**src/design/wgeo_pkg.sv**
```systemverilog
// ----------------------------------------------------------------------------
// wgeo_pkg
// Shared types and constants of the window geometry ease tween.
// ----------------------------------------------------------------------------
package wgeo_pkg;

    localparam int WIN_W           = 3;
    localparam int GEO_W           = 16;
    localparam int LANES           = 4;
    localparam int PHASE_W         = 17;
    localparam int STEP_W          = 17;
    localparam int K_W             = 16;
    localparam int SLOTS_MAX       = 8;
    localparam int DEFAULT_WINDOWS = 8;
    localparam int QDEPTH          = 2;

    localparam int FUNC_W    = 2;
    localparam int S_TDATA_W = ((WIN_W + 2 * LANES * GEO_W + 7) / 8) * 8;
    localparam int M_TDATA_W = ((WIN_W + LANES * GEO_W + 7) / 8) * 8;

    localparam int MUL_A_W = 32;
    localparam int MUL_B_W = 16;
    localparam int MUL_P_W = MUL_A_W + MUL_B_W;

    localparam int APB_ADDR_W = 3;
    localparam int APB_DATA_W = 32;

    localparam logic [APB_ADDR_W-3:0] REG_PHASE_STEP = 1'b0;

    localparam logic [FUNC_W-1:0] FN_RESIZE = 2'd0;
    localparam logic [FUNC_W-1:0] FN_TICK   = 2'd1;
    localparam logic [FUNC_W-1:0] FN_CANCEL = 2'd2;

    localparam logic [PHASE_W-1:0] PHASE_ONE  = 17'h10000;
    localparam logic [STEP_W-1:0]  STEP_RESET = 17'd4096;

    typedef enum logic [1:0] {
        KIND_RESIZE = 2'd0,
        KIND_TICK   = 2'd1,
        KIND_CANCEL = 2'd2
    } kind_t;

    // lane 0 x, 1 y, 2 width, 3 height
    typedef logic [LANES-1:0][GEO_W-1:0] geo_t;

    typedef struct packed {
        kind_t            kind;
        logic [WIN_W-1:0] window;
        geo_t             req;
        geo_t             prev;
    } cmd_t;

    typedef struct packed {
        logic [$clog2(QDEPTH+1)-1:0] count;
        logic                        full;
    } front_status_t;

    typedef struct packed {
        logic idle;
        logic ticking;
    } back_status_t;

    // x and y lanes are signed, width and height are not
    function automatic logic [GEO_W:0] geo_ext(input logic [GEO_W-1:0] v, input logic sgn);
        return {sgn & v[GEO_W-1], v};
    endfunction

endpackage

```
**src/design/wgeo_mul.sv**
```systemverilog
// ----------------------------------------------------------------------------
// wgeo_mul
// Shared unsigned multiplier with a registered product.
// ----------------------------------------------------------------------------
module wgeo_mul (
    input  logic                         aclk,
    input  logic [wgeo_pkg::MUL_A_W-1:0] a,
    input  logic [wgeo_pkg::MUL_B_W-1:0] b,
    output logic [wgeo_pkg::MUL_P_W-1:0] prod
);
    import wgeo_pkg::*;

    logic [MUL_P_W-1:0] prod_reg;

    always_ff @(posedge aclk) begin
        prod_reg <= {{MUL_B_W{1'b0}}, a} * {{MUL_A_W{1'b0}}, b};
    end

    assign prod = prod_reg;

endmodule

```
**src/design/wgeo_front.sv**
```systemverilog
// ----------------------------------------------------------------------------
// wgeo_front
// Takes input items, sorts out resize, tick and cancel, drops what does
// nothing, and queues the rest for the back end.
// ----------------------------------------------------------------------------
module wgeo_front #(
    parameter int WINDOWS = wgeo_pkg::DEFAULT_WINDOWS
) (
    input  logic                           aclk,
    input  logic                           aresetn,
    input  logic                           s_tvalid,
    output logic                           s_tready,
    input  logic [wgeo_pkg::S_TDATA_W-1:0] s_tdata,
    input  logic [wgeo_pkg::FUNC_W-1:0]    s_tuser,
    output logic                           cmd_valid,
    output wgeo_pkg::cmd_t                 cmd,
    input  logic                           cmd_pop,
    output wgeo_pkg::front_status_t        status
);
    import wgeo_pkg::*;

    localparam int SLOTS = (WINDOWS < SLOTS_MAX) ? WINDOWS : SLOTS_MAX;
    localparam int PTR_W = (QDEPTH > 1) ? $clog2(QDEPTH) : 1;
    localparam int CNT_W = $clog2(QDEPTH + 1);

    cmd_t             q_mem [QDEPTH];
    logic [PTR_W-1:0] wr_ptr_reg, wr_ptr_next;
    logic [PTR_W-1:0] rd_ptr_reg, rd_ptr_next;
    logic [CNT_W-1:0] count_reg, count_next;

    cmd_t             new_cmd;
    logic [WIN_W-1:0] win;
    logic             win_ok;
    logic             keep;
    logic             push;

    always_comb begin
        win            = s_tdata[WIN_W-1:0];
        win_ok         = ({1'b0, win} < (WIN_W + 1)'(SLOTS));
        new_cmd.window = win;
        new_cmd.req    = s_tdata[WIN_W +: LANES * GEO_W];
        new_cmd.prev   = s_tdata[WIN_W + LANES * GEO_W +: LANES * GEO_W];
        case (s_tuser)
            FN_RESIZE: begin
                keep         = win_ok;
                new_cmd.kind = KIND_RESIZE;
            end
            FN_TICK: begin
                keep         = 1'b1;
                new_cmd.kind = KIND_TICK;
            end
            FN_CANCEL: begin
                keep         = win_ok;
                new_cmd.kind = KIND_CANCEL;
            end
            default: begin
                keep         = 1'b0;
                new_cmd.kind = KIND_TICK;
            end
        endcase
    end

    assign s_tready = (count_reg != CNT_W'(QDEPTH));
    assign push     = s_tvalid & s_tready & keep;

    always_comb begin
        wr_ptr_next = wr_ptr_reg;
        rd_ptr_next = rd_ptr_reg;
        count_next  = count_reg;
        if (push) begin
            wr_ptr_next = (wr_ptr_reg == PTR_W'(QDEPTH - 1)) ? '0 : wr_ptr_reg + 1'b1;
        end
        if (cmd_pop) begin
            rd_ptr_next = (rd_ptr_reg == PTR_W'(QDEPTH - 1)) ? '0 : rd_ptr_reg + 1'b1;
        end
        case ({push, cmd_pop})
            2'b10:   count_next = count_reg + 1'b1;
            2'b01:   count_next = count_reg - 1'b1;
            default: count_next = count_reg;
        endcase
    end

    always_ff @(posedge aclk) begin
        if (!aresetn) begin
            wr_ptr_reg <= '0;
            rd_ptr_reg <= '0;
            count_reg  <= '0;
        end else begin
            wr_ptr_reg <= wr_ptr_next;
            rd_ptr_reg <= rd_ptr_next;
            count_reg  <= count_next;
        end
    end

    always_ff @(posedge aclk) begin
        if (push) begin
            q_mem[wr_ptr_reg] <= new_cmd;
        end
    end

    assign cmd_valid    = (count_reg != '0);
    assign cmd          = q_mem[rd_ptr_reg];
    assign status.count = count_reg;
    assign status.full  = ~s_tready;

endmodule

```
**src/design/wgeo_back.sv**
```systemverilog
// ----------------------------------------------------------------------------
// wgeo_back
// Slot state and the sequencer that carries out resize, cancel and tick,
// with one shared multiplier and the result register.
// ----------------------------------------------------------------------------
module wgeo_back #(
    parameter int WINDOWS = wgeo_pkg::DEFAULT_WINDOWS
) (
    input  logic                           aclk,
    input  logic                           aresetn,
    input  logic [wgeo_pkg::STEP_W-1:0]    phase_step,
    input  logic                           cmd_valid,
    input  wgeo_pkg::cmd_t                 cmd,
    output logic                           cmd_pop,
    output logic                           m_tvalid,
    input  logic                           m_tready,
    output logic [wgeo_pkg::M_TDATA_W-1:0] m_tdata,
    output logic                           m_tuser,
    output logic                           m_tlast,
    output wgeo_pkg::back_status_t         status
);
    import wgeo_pkg::*;

    localparam int SLOTS  = (WINDOWS < SLOTS_MAX) ? WINDOWS : SLOTS_MAX;
    localparam int SIDX_W = (SLOTS > 1) ? $clog2(SLOTS) : 1;

    typedef enum logic [6:0] {
        ST_IDLE   = 7'b0000001,
        ST_SINGLE = 7'b0000010,
        ST_SLOT   = 7'b0000100,
        ST_CUBE   = 7'b0001000,
        ST_KCALC  = 7'b0010000,
        ST_SCALE  = 7'b0100000,
        ST_EMIT   = 7'b1000000
    } state_t;

    // slot storage
    logic [SLOTS-1:0]   active_reg;
    geo_t               cur_mem   [SLOTS];
    geo_t               tgt_mem   [SLOTS];
    logic [PHASE_W-1:0] phase_mem [SLOTS];

    state_t              state_reg, state_next;
    cmd_t                cmd_reg, cmd_next;
    logic [SIDX_W-1:0]   idx_reg, idx_next;
    logic [GEO_W-1:0]    u_reg, u_next;
    logic [K_W-1:0]      k_reg, k_next;
    logic [2:0]          lane_reg, lane_next;
    logic                neg_reg, neg_next;
    geo_t                new_reg, new_next;

    logic                m_tvalid_reg, m_tvalid_next;
    logic [WIN_W-1:0]    out_win_reg;
    geo_t                out_geo_reg;
    logic                out_final_reg;
    logic                out_last_reg;

    // read side
    geo_t                cur_rd, tgt_rd;
    logic [PHASE_W-1:0]  phase_rd;
    logic                act_rd;
    logic [SLOTS-1:0]    above_mask;
    logic                more;

    // write side
    logic                cur_we, tgt_we, phase_we, act_set, act_clr;
    geo_t                cur_wd;
    logic [PHASE_W-1:0]  phase_wd;

    // emit
    logic                out_free, emit;
    geo_t                emit_geo;
    logic                emit_final, emit_last;

    // datapath
    logic [PHASE_W:0]    p_sum;
    logic                landed;
    logic [PHASE_W-1:0]  p_new;
    logic [PHASE_W-1:0]  u_full;
    logic [K_W-1:0]      k_calc;
    logic [1:0]          iss_lane, cap_lane;
    logic [GEO_W:0]      diff, mag, cap_step, cap_val;
    logic                same_tgt, snap;
    logic [MUL_A_W-1:0]  mul_a;
    logic [MUL_B_W-1:0]  mul_b;
    logic [MUL_P_W-1:0]  prod;

    wgeo_mul u_mul (
        .aclk (aclk),
        .a    (mul_a),
        .b    (mul_b),
        .prod (prod)
    );

    assign cur_rd   = cur_mem[idx_reg];
    assign tgt_rd   = tgt_mem[idx_reg];
    assign phase_rd = phase_mem[idx_reg];
    assign act_rd   = active_reg[idx_reg];

    // last result of a tick: no active slot above this one
    always_comb begin
        for (int j = 0; j < SLOTS; j++) begin
            above_mask[j] = (SIDX_W'(j) > idx_reg);
        end
        more = |(active_reg & above_mask);
    end

    assign out_free = ~m_tvalid_reg | m_tready;

    always_comb begin
        p_sum    = {1'b0, phase_rd} + {1'b0, phase_step};
        landed   = (p_sum >= {1'b0, PHASE_ONE});
        p_new    = landed ? PHASE_ONE : p_sum[PHASE_W-1:0];
        u_full   = PHASE_ONE - p_new;
        // k = 1 - (1-t)^3, saturated below 1.0
        k_calc   = (prod[47:32] == '0) ? '1 : K_W'({1'b0, PHASE_ONE} - {2'b0, prod[47:32]});
        iss_lane = lane_reg[1:0];
        cap_lane = 2'(lane_reg - 3'd1);
        diff     = geo_ext(tgt_rd[iss_lane], ~iss_lane[1])
                 - geo_ext(cur_rd[iss_lane], ~iss_lane[1]);
        mag      = diff[GEO_W] ? ((GEO_W + 1)'(0) - diff) : diff;
        cap_step = {1'b0, prod[31:16]};
        cap_val  = geo_ext(cur_rd[cap_lane], ~cap_lane[1])
                 + (neg_reg ? ((GEO_W + 1)'(0) - cap_step) : cap_step);
        same_tgt = (tgt_rd == cmd_reg.req);
        snap     = ~act_rd && (cmd_reg.req[2] == cmd_reg.prev[2])
                           && (cmd_reg.req[3] == cmd_reg.prev[3]);
    end

    always_comb begin
        state_next = state_reg;
        cmd_next   = cmd_reg;
        idx_next   = idx_reg;
        u_next     = u_reg;
        k_next     = k_reg;
        lane_next  = lane_reg;
        neg_next   = neg_reg;
        new_next   = new_reg;
        cmd_pop    = 1'b0;
        cur_we     = 1'b0;
        tgt_we     = 1'b0;
        phase_we   = 1'b0;
        act_set    = 1'b0;
        act_clr    = 1'b0;
        cur_wd     = new_reg;
        phase_wd   = p_new;
        emit       = 1'b0;
        emit_geo   = new_reg;
        emit_final = 1'b0;
        emit_last  = ~more;
        mul_a      = {{(MUL_A_W - GEO_W){1'b0}}, mag[GEO_W-1:0]};
        mul_b      = k_reg;

        case (state_reg)
            ST_IDLE: begin
                if (cmd_valid) begin
                    cmd_pop  = 1'b1;
                    cmd_next = cmd;
                    if (cmd.kind == KIND_TICK) begin
                        idx_next   = '0;
                        state_next = ST_SLOT;
                    end else begin
                        idx_next   = cmd.window[SIDX_W-1:0];
                        state_next = ST_SINGLE;
                    end
                end
            end

            ST_SINGLE: begin
                case (cmd_reg.kind)
                    KIND_CANCEL: begin
                        act_clr    = 1'b1;
                        state_next = ST_IDLE;
                    end
                    KIND_RESIZE: begin
                        if (act_rd && same_tgt) begin
                            state_next = ST_IDLE;
                        end else if (out_free) begin
                            emit       = 1'b1;
                            emit_last  = 1'b1;
                            state_next = ST_IDLE;
                            if (snap) begin
                                emit_geo   = cmd_reg.req;
                                emit_final = 1'b1;
                            end else begin
                                emit_geo = act_rd ? cur_rd : cmd_reg.prev;
                                cur_we   = ~act_rd;
                                cur_wd   = cmd_reg.prev;
                                tgt_we   = 1'b1;
                                phase_we = 1'b1;
                                phase_wd = '0;
                                act_set  = 1'b1;
                            end
                        end
                    end
                    default: begin
                        state_next = ST_IDLE;
                    end
                endcase
            end

            ST_SLOT: begin
                if (!act_rd) begin
                    state_next = (idx_reg == SIDX_W'(SLOTS - 1)) ? ST_IDLE : ST_SLOT;
                    idx_next   = idx_reg + 1'b1;
                end else if (landed) begin
                    if (out_free) begin
                        emit       = 1'b1;
                        emit_geo   = tgt_rd;
                        emit_final = 1'b1;
                        cur_we     = 1'b1;
                        cur_wd     = tgt_rd;
                        phase_we   = 1'b1;
                        act_clr    = 1'b1;
                        state_next = (idx_reg == SIDX_W'(SLOTS - 1)) ? ST_IDLE : ST_SLOT;
                        idx_next   = idx_reg + 1'b1;
                    end
                end else begin
                    phase_we = 1'b1;
                    if (u_full[PHASE_W-1]) begin
                        // phase still zero: k is zero
                        k_next     = '0;
                        lane_next  = '0;
                        state_next = ST_SCALE;
                    end else begin
                        mul_a      = {{(MUL_A_W - GEO_W){1'b0}}, u_full[GEO_W-1:0]};
                        mul_b      = u_full[GEO_W-1:0];
                        u_next     = u_full[GEO_W-1:0];
                        state_next = ST_CUBE;
                    end
                end
            end

            ST_CUBE: begin
                mul_a      = prod[MUL_A_W-1:0];
                mul_b      = u_reg;
                state_next = ST_KCALC;
            end

            ST_KCALC: begin
                k_next     = k_calc;
                lane_next  = '0;
                state_next = ST_SCALE;
            end

            ST_SCALE: begin
                // issue lane n while the product of lane n-1 comes back
                neg_next  = diff[GEO_W];
                lane_next = lane_reg + 1'b1;
                if (lane_reg != '0) begin
                    new_next[cap_lane] = cap_val[GEO_W-1:0];
                end
                if (lane_reg == 3'(LANES)) begin
                    state_next = ST_EMIT;
                end
            end

            ST_EMIT: begin
                if (out_free) begin
                    emit       = 1'b1;
                    cur_we     = 1'b1;
                    state_next = (idx_reg == SIDX_W'(SLOTS - 1)) ? ST_IDLE : ST_SLOT;
                    idx_next   = idx_reg + 1'b1;
                end
            end

            default: begin
                state_next = ST_IDLE;
            end
        endcase

        m_tvalid_next = emit ? 1'b1 : (m_tready ? 1'b0 : m_tvalid_reg);
    end

    always_ff @(posedge aclk) begin
        if (!aresetn) begin
            state_reg    <= ST_IDLE;
            m_tvalid_reg <= 1'b0;
            active_reg   <= '0;
        end else begin
            state_reg    <= state_next;
            m_tvalid_reg <= m_tvalid_next;
            if (act_set) begin
                active_reg[idx_reg] <= 1'b1;
            end else if (act_clr) begin
                active_reg[idx_reg] <= 1'b0;
            end
        end
    end

    always_ff @(posedge aclk) begin
        cmd_reg  <= cmd_next;
        idx_reg  <= idx_next;
        u_reg    <= u_next;
        k_reg    <= k_next;
        lane_reg <= lane_next;
        neg_reg  <= neg_next;
        new_reg  <= new_next;
        if (cur_we) begin
            cur_mem[idx_reg] <= cur_wd;
        end
        if (tgt_we) begin
            tgt_mem[idx_reg] <= cmd_reg.req;
        end
        if (phase_we) begin
            phase_mem[idx_reg] <= phase_wd;
        end
        if (emit) begin
            out_win_reg   <= WIN_W'(idx_reg);
            out_geo_reg   <= emit_geo;
            out_final_reg <= emit_final;
            out_last_reg  <= emit_last;
        end
    end

    assign m_tvalid       = m_tvalid_reg;
    assign m_tdata        = {{(M_TDATA_W - WIN_W - LANES * GEO_W){1'b0}}, out_geo_reg, out_win_reg};
    assign m_tuser        = out_final_reg;
    assign m_tlast        = out_last_reg;
    assign status.idle    = (state_reg == ST_IDLE);
    assign status.ticking = (state_reg != ST_IDLE) && (cmd_reg.kind == KIND_TICK);

endmodule

```
**src/design/window_geometry_ease_tween.sv**
```systemverilog
// ----------------------------------------------------------------------------
// window_geometry_ease_tween
// Ease-out cubic tween of window geometry, one animation slot per window.
//
//   port group   dir   payload                                      handshake
//   s_*          in    tuser func; tdata window, req_*, prev_*      tvalid/tready
//   m_*          out   tuser final_res; tlast last; tdata geometry  tvalid/tready
//   p*           in    phase_step at byte address 0                 APB, pready high
//
// Resize and cancel: a queue pop, then one slot access in the back end.
// Tick: a pop, a step per slot, and for a moving slot cube, k, four-lane
// scaling and emit (no cube or k at phase zero); one shared 32x16 multiplier.
// Synchronous reset clears the slot flags at once; no clearing pass.
// A two-entry command queue takes items while the back end works; a result
// waits in the output register and stalls the back end until taken.
// ----------------------------------------------------------------------------
module window_geometry_ease_tween #(
    parameter int WINDOWS = wgeo_pkg::DEFAULT_WINDOWS
) (
    input  logic                            aclk,
    input  logic                            aresetn,
    input  logic                            s_tvalid,
    output logic                            s_tready,
    // [2:0] window, [18:3] req_x, [34:19] req_y, [50:35] req_w, [66:51] req_h,
    // [82:67] prev_x, [98:83] prev_y, [114:99] prev_w, [130:115] prev_h
    input  logic [wgeo_pkg::S_TDATA_W-1:0]  s_tdata,
    // [1:0] func
    input  logic [wgeo_pkg::FUNC_W-1:0]     s_tuser,
    output logic                            m_tvalid,
    input  logic                            m_tready,
    // [2:0] out_window, [18:3] geo_x, [34:19] geo_y, [50:35] geo_w, [66:51] geo_h
    output logic [wgeo_pkg::M_TDATA_W-1:0]  m_tdata,
    // [0] final_res
    output logic                            m_tuser,
    output logic                            m_tlast,
    input  logic                            psel,
    input  logic                            penable,
    input  logic                            pwrite,
    input  logic [wgeo_pkg::APB_ADDR_W-1:0] paddr,
    input  logic [wgeo_pkg::APB_DATA_W-1:0] pwdata,
    output logic [wgeo_pkg::APB_DATA_W-1:0] prdata,
    output logic                            pready
);
    import wgeo_pkg::*;

    logic [STEP_W-1:0]       phase_step_reg, phase_step_next;
    logic [APB_ADDR_W-3:0]   cfg_sel;
    logic                    cfg_wr;

    logic                    cmd_valid;
    cmd_t                    cmd;
    logic                    cmd_pop;
    front_status_t           front_st;
    back_status_t            back_st;

    assign pready  = 1'b1;
    assign cfg_sel = paddr[APB_ADDR_W-1:2];
    assign cfg_wr  = psel & penable & pwrite & pready;

    always_comb begin
        phase_step_next = phase_step_reg;
        if (cfg_wr && (cfg_sel == REG_PHASE_STEP)) begin
            phase_step_next = pwdata[STEP_W-1:0];
        end
        prdata = (cfg_sel == REG_PHASE_STEP)
               ? {{(APB_DATA_W - STEP_W){1'b0}}, phase_step_reg} : '0;
    end

    always_ff @(posedge aclk) begin
        if (!aresetn) begin
            phase_step_reg <= STEP_RESET;
        end else begin
            phase_step_reg <= phase_step_next;
        end
    end

    wgeo_front #(
        .WINDOWS (WINDOWS)
    ) u_front (
        .aclk      (aclk),
        .aresetn   (aresetn),
        .s_tvalid  (s_tvalid),
        .s_tready  (s_tready),
        .s_tdata   (s_tdata),
        .s_tuser   (s_tuser),
        .cmd_valid (cmd_valid),
        .cmd       (cmd),
        .cmd_pop   (cmd_pop),
        .status    (front_st)
    );

    wgeo_back #(
        .WINDOWS (WINDOWS)
    ) u_back (
        .aclk       (aclk),
        .aresetn    (aresetn),
        .phase_step (phase_step_reg),
        .cmd_valid  (cmd_valid),
        .cmd        (cmd),
        .cmd_pop    (cmd_pop),
        .m_tvalid   (m_tvalid),
        .m_tready   (m_tready),
        .m_tdata    (m_tdata),
        .m_tuser    (m_tuser),
        .m_tlast    (m_tlast),
        .status     (back_st)
    );

    // queue never holds more than its depth, and full matches its count
    a_queue_bound: assert property (@(posedge aclk) disable iff (!aresetn)
        (front_st.count <= QDEPTH) && (front_st.full == (front_st.count == QDEPTH)))
        else $error("command queue count out of range");

    // back end takes a command only when idle and one is queued
    a_pop_idle: assert property (@(posedge aclk) disable iff (!aresetn)
        cmd_pop |-> (back_st.idle && cmd_valid))
        else $error("command popped while back end busy or queue empty");

    // a result appears only after the back end was working on an item
    a_result_source: assert property (@(posedge aclk) disable iff (!aresetn)
        $rose(m_tvalid) |-> !$past(back_st.idle))
        else $error("result raised by an idle back end");

    // only a tick gives more than one result per item
    a_nonlast_tick: assert property (@(posedge aclk) disable iff (!aresetn)
        (m_tvalid && m_tready && !m_tlast) |-> back_st.ticking)
        else $error("non-last result outside a tick");

endmodule
```
**config.mk**
```make
export PLATFORM = sky130hd
export DESIGN_NAME = window_geometry_ease_tween
export DESIGN_NICKNAME = d
export VERILOG_FILES = /design/src/design/wgeo_pkg.sv /design/src/design/wgeo_mul.sv /design/src/design/wgeo_front.sv /design/src/design/wgeo_back.sv /design/src/design/window_geometry_ease_tween.sv
export SDC_FILE = /design/constraint.sdc
export NUM_CORES = 2
export LEC_CHECK = 0
export ABC_AREA = 1
export BUFFER_PORTS_ARGS = -buffer_cell sky130_fd_sc_hd__buf_2
export CORE_UTILIZATION = 29
export DETAILED_ROUTE_END_ITERATION = 6
export PLACE_DENSITY_LB_ADDON = 0.12
export SYNTH_ARGS = -nofsm -noshare
export SYNTH_HDL_FRONTEND = slang
export SYNTH_SLANG_ARGS = --single-unit
```
**constraint.sdc**
```tcl
create_clock -name aclk -period 10.09 [get_ports aclk]
set_clock_uncertainty 0.2 [all_clocks]
set_input_delay 1.5135 -clock aclk [delete_from_list [all_inputs] [get_ports aclk]]
set_output_delay 1.5135 -clock aclk [all_outputs]
set_load 0.01 [all_outputs]
```
==> summary.json <==
{
  "global_route_wire_length_before_repair": {"value": 552000, "unit": "um"},
  "dieArea": {"value": 338900, "unit": "sq um"},
  "synth-async-reset-ratio": {"value": 0, "unit": "%"},
  "average_detailed_routed_wire_length_per_instance": {"value": 25.69, "unit": "um"},
  "hold-worst-slack": {"value": 0.2500, "unit": "ns"},
  "fmax": {"value": 100.9, "unit": "MHz"},
  "drv_cap": {"value": 0},
  "synth.yosys.seq_area_share": {"value": 55.00, "unit": "%"},
  "die_x": {"value": 582.1, "unit": "um"},
  "clock_sink_count": {"value": 1817},
  "violations": {"value": "design-rule violations"},
  "n_fill_cell": {"value": 33390},
  "clkSlewWorstSetupHoldPaths": {"value": 0.06, "unit": "ns"},
  "share_of_final_layout_standard_cells_stronger_than_drive_strength_1": {"value": 23.31, "unit": "%"},
  "report.final.setup_viol": {"value": 0},
  "critical-path-max-stage-delay": {"value": 0.55, "unit": "ns"},
  "synth-seq-cells": {"value": 1817},
  "totalWireLength": {"value": 397100, "unit": "um"},
  "gp_congestion": {"value": 0.9347},
  "worst-path-max-fanout": {"value": 8},
  "synth_enable_flop_cells": {"value": 1728},
  "criticalPathCategory": {"value": "register to register"},
  "final-max-slew-violation-count": {"value": 0},
  "grt_usage": {"value": 22.63, "unit": "%"},
  "via_count": {"value": 76940},
  "cts_max_level": {"value": 4},
  "min-delay-path-class": {"value": "register to register"},
  "ys.warnings.count": {"value": 0},
  "timing.final.crit_share": {"value": 98.20, "unit": "%"},
  "outcome": {"value": "finished with violations"},
  "numCtsBuffers": {"value": 216},
  "synth.cell_area": {"value": 97590, "unit": "sq um"},
  "cts_tree": {"value": "built"},
  "core": {"value": 334200, "unit": "sq um"},
  "final.min_clock_period": {"value": 9.908, "unit": "ns"},
  "crit_path_capture_type": {"value": "register"},
  "clk-insertion-delay-late": {"value": 0.97, "unit": "ns"},
  "crit_required": {"value": 10.67, "unit": "ns"},
  "critical_path.endpoint": {"value": "u_back.u_mul.prod[46]$_DFF_P_"},
  "synthesis.instances": {"value": 9682},
  "setup_repair_after_global_routing_missed_its_margin": {"value": "yes"},
  "r2r_cells": {"value": 53},
  "slew_headroom": {"value": 15.47, "unit": "%"},
  "effective_utilization_at_floorplan": {"value": 29.20, "unit": "%"},
  "fin_nets": {"value": 11670},
  "ios": {"value": 289},
  "crit_path_top_delay_cell": {"value": "sky130_fd_sc_hd__fa_1"},
  "r2r_setup_slack": {"value": 0.18, "unit": "ns"},
  "drt-vias-per-instance": {"value": 4.978},
  "grt_antenna_before_repair": {"value": 31},
  "post_cts_hold_buffer_count": {"value": 0},
  "pin_count_of_the_biggest_net_entering_global_routing": {"value": 119},
  "syn_avg_cell_area": {"value": 10.08, "unit": "sq um"},
  "cp_data_arrival_time": {"value": 10.49, "unit": "ns"},
  "grt_overflow_total": {"value": 0},
  "synthToLayoutAreaGrowth": {"value": 26.83, "unit": "%"},
  "timing.critical_path.mode_cell": {"value": "sky130_fd_sc_hd__nand2_1"},
  "pre_antenna_drt_iters": {"value": 7},
  "row_count": {"value": 212},
  "grt_pass1_vias": {"value": 74960},
  "largest_registers_in_the_final_layout": {"value": "u_back.cur_mem: 512 flops, u_back.tgt_mem: 512 flops, u_front.q_mem: 266 flops"},
  "totalNegativeSetupSlack": {"value": 0, "unit": "ns"},
  "maximum_clock_path_buffer_count": {"value": 4},
  "numPortBuffers": {"value": 245},
  "report.final.hold_viol_count": {"value": 0},
  "drt_iter0_drcs": {"value": 7595},
  "timing.critical_path.from_type": {"value": "register"},
  "root_buffer_cell": {"value": "sky130_fd_sc_hd__clkbuf_16"},
  "route.antenna.remaining_nets": {"value": 0},
  "netlist-cell-type-count": {"value": 66},
  "residual_drc": {"value": 4},
  "ys.flop_type": {"value": "sky130_fd_sc_hd__edfxtp_1"},
  "tightest_slew": {"value": 1.264, "unit": "ns"},
  "reg2reg_capture_point": {"value": "u_back.u_mul.prod[46]$_DFF_P_"},
  "dp.final_hpwl": {"value": 278600, "unit": "um"},
  "die_height": {"value": 582.1, "unit": "um"}
}
## routing by layer
layer | wire length [um] | GRT usage [%]
met5 | 58 | 0
met4 | 12380 | 6.571
met3 | 29530 | 3.579
met2 | 173600 | 34.65
met1 | 181600 | 32.84
## worst max-delay path, delay by kind of cell, from the launching register on
family                     cells  cell delay, ns
DFF                            1            0.45
AOI/OAI and AO/OA             10            2.11
and+or+nand+nor               21            1.91
buffers and inverters         14            1.65
adders and majority gates      8            3.45
## cell usage after synthesis (3+ instances only)
master                     instances  area share, %
sky130_fd_sc_hd__a21boi_0          4          0.031
sky130_fd_sc_hd__a21boi_1          3          0.023
sky130_fd_sc_hd__a21boi_4          5          0.096
sky130_fd_sc_hd__a21oi_1         236            1.2
sky130_fd_sc_hd__a21oi_2           5          0.045
sky130_fd_sc_hd__a31oi_1          26           0.17
sky130_fd_sc_hd__and2_1           10          0.064
sky130_fd_sc_hd__and3_1            6          0.038
sky130_fd_sc_hd__buf_1            28           0.11
sky130_fd_sc_hd__buf_2           122           0.63
sky130_fd_sc_hd__buf_4            46           0.35
sky130_fd_sc_hd__buf_6            23           0.27
sky130_fd_sc_hd__clkbuf_1        270            1.0
sky130_fd_sc_hd__clkinv_1          7          0.027
sky130_fd_sc_hd__dfxtp_1          89            1.8
sky130_fd_sc_hd__edfxtp_1       1728             53
sky130_fd_sc_hd__fa_1            421            8.6
sky130_fd_sc_hd__ha_1            182            2.3
sky130_fd_sc_hd__inv_1          1024            3.9
sky130_fd_sc_hd__inv_2            17          0.065
sky130_fd_sc_hd__mux2_2          132            1.5
sky130_fd_sc_hd__nand2_1        2011            7.7
sky130_fd_sc_hd__nand2_2          10          0.064
sky130_fd_sc_hd__nand2_4           5          0.058
sky130_fd_sc_hd__nand3_1         256            1.3
sky130_fd_sc_hd__nand3b_1         51           0.39
sky130_fd_sc_hd__nand4_1          89           0.57
sky130_fd_sc_hd__nor2_1         1407            5.4
sky130_fd_sc_hd__nor3_1           40           0.21
sky130_fd_sc_hd__nor4_1           13          0.083
sky130_fd_sc_hd__o211ai_1        128           0.98
sky130_fd_sc_hd__o21a_1            6          0.046
sky130_fd_sc_hd__o21ai_0         850            4.4
sky130_fd_sc_hd__o21ai_1          75           0.38
sky130_fd_sc_hd__o21bai_1          4          0.031
sky130_fd_sc_hd__o221ai_1         23           0.21
sky130_fd_sc_hd__o22ai_1         139           0.89
sky130_fd_sc_hd__o31ai_1          13           0.10
sky130_fd_sc_hd__or2_1             4          0.026
sky130_fd_sc_hd__or2_2            12          0.077
sky130_fd_sc_hd__xnor2_1          39           0.35
sky130_fd_sc_hd__xor2_1           89           0.80
## through the flow
stage	cell area [sq um]	std cells	setup WS (ns)	utilization [%]
after floorplan	97740	9701	0.01459	-
final	123800	15460	0.1816	37.04
after global placement	111200	14870	-1.027	33.26
after detailed placement	111200	14870	-1.013	33.26
after global routing	123700	15440	-0.2617	37.03
after CTS	119900	15320	-0.04755	35.88
## cells in the final DEF (no fill, tap or decap), types with 22 or more instances in the layout
master	count
sky130_fd_sc_hd__nor2_4	29
sky130_fd_sc_hd__xor2_1	84
sky130_fd_sc_hd__o21ai_2	50
sky130_fd_sc_hd__mux2_2	132
sky130_fd_sc_hd__clkbuf_16	241
sky130_fd_sc_hd__buf_2	245
sky130_fd_sc_hd__nand2_1	1807
sky130_fd_sc_hd__inv_1	945
sky130_fd_sc_hd__a21oi_2	45
sky130_fd_sc_hd__nor3_1	31
sky130_fd_sc_hd__ha_1	136
sky130_fd_sc_hd__nand3b_1	51
sky130_fd_sc_hd__nor2_2	53
sky130_fd_sc_hd__clkinv_1	40
sky130_fd_sc_hd__o21ai_1	132
sky130_fd_sc_hd__nand2_2	176
sky130_fd_sc_hd__fa_1	402
sky130_fd_sc_hd__clkbuf_1	45
sky130_fd_sc_hd__nand2_4	41
sky130_fd_sc_hd__clkinv_2	47
sky130_fd_sc_hd__o21ai_0	738
sky130_fd_sc_hd__nand4_1	89
sky130_fd_sc_hd__xnor2_1	33
sky130_fd_sc_hd__ha_4	42
sky130_fd_sc_hd__edfxtp_1	1728
sky130_fd_sc_hd__o22ai_1	138
sky130_fd_sc_hd__a21oi_1	177
sky130_fd_sc_hd__nor2_1	1329
sky130_fd_sc_hd__o211ai_1	128
sky130_fd_sc_hd__dfxtp_1	85
sky130_fd_sc_hd__inv_2	70
sky130_fd_sc_hd__buf_4	975
sky130_fd_sc_hd__nand3_1	230
sky130_fd_sc_hd__o221ai_1	22
sky130_fd_sc_hd__buf_6	60
sky130_fd_sc_hd__buf_12	107
sky130_fd_sc_hd__bufinv_16	24
## how the worst min path moves through the flow
stage	startpoint	end	slack [ns]	cells past startpoint
finish	u_front.rd_ptr_reg$_SDFFE_PN0P_	register	0.25	1
global route	u_front.rd_ptr_reg$_SDFFE_PN0P_	register	0.28	1
CTS	u_front.rd_ptr_reg$_SDFFE_PN0P_	register	0.25	1
global placement	u_front.rd_ptr_reg$_SDFFE_PN0P_	register	0.23	1
detailed placement	u_front.rd_ptr_reg$_SDFFE_PN0P_	register	0.24	1
floorplan	u_front.rd_ptr_reg$_SDFFE_PN0P_	register	0.23	1
## layout make-up
cell class / count / area (sq um) / area share [%]
diodes: 15 / 37.54 / 0.03032
repair buffers: 1446 / 12810 / 10.35
clock inverters: 120 / 1340 / 1.083
flip-flops and latches: 1817 / 53690 / 43.37
inverters: 1048 / 4050 / 3.272
repair inverters: 4 / 66.31 / 0.05357
well taps: 4387 / 5489 / 4.434
multi-input cells: 6349 / 40570 / 32.77
clock buffers: 269 / 5729 / 4.629
## timing repair
action	4_1_cts	5_1_grt
pin swaps	60	271
setup buffers	43	106
endpoints found under the setup margin	33	33
resized for setup	209	727
gates cloned	14	24
## cell families (layout without fill, tap and decap cells)
| family | count (synthesis) | after routing | share of synthesized area [%] |
|---|---|---|---|
| compound gates | 1539 | 1539 | 8.790 |
| xor+xnor | 128 | 128 | 1.149 |
| mux | 132 | 132 | 1.523 |
| fa+ha+maj | 603 | 603 | 10.97 |
| other cells | 2 | 36 | 0.007695 |
| buf+inv | 1537 | 2887 | 6.422 |
| simple gates | 3924 | 3926 | 16.14 |
| flops | 1817 | 1817 | 55.00 |
Power is not shown: default switching activity piles up to over one toggle a cycle in this logic, so the estimate is an artifact.
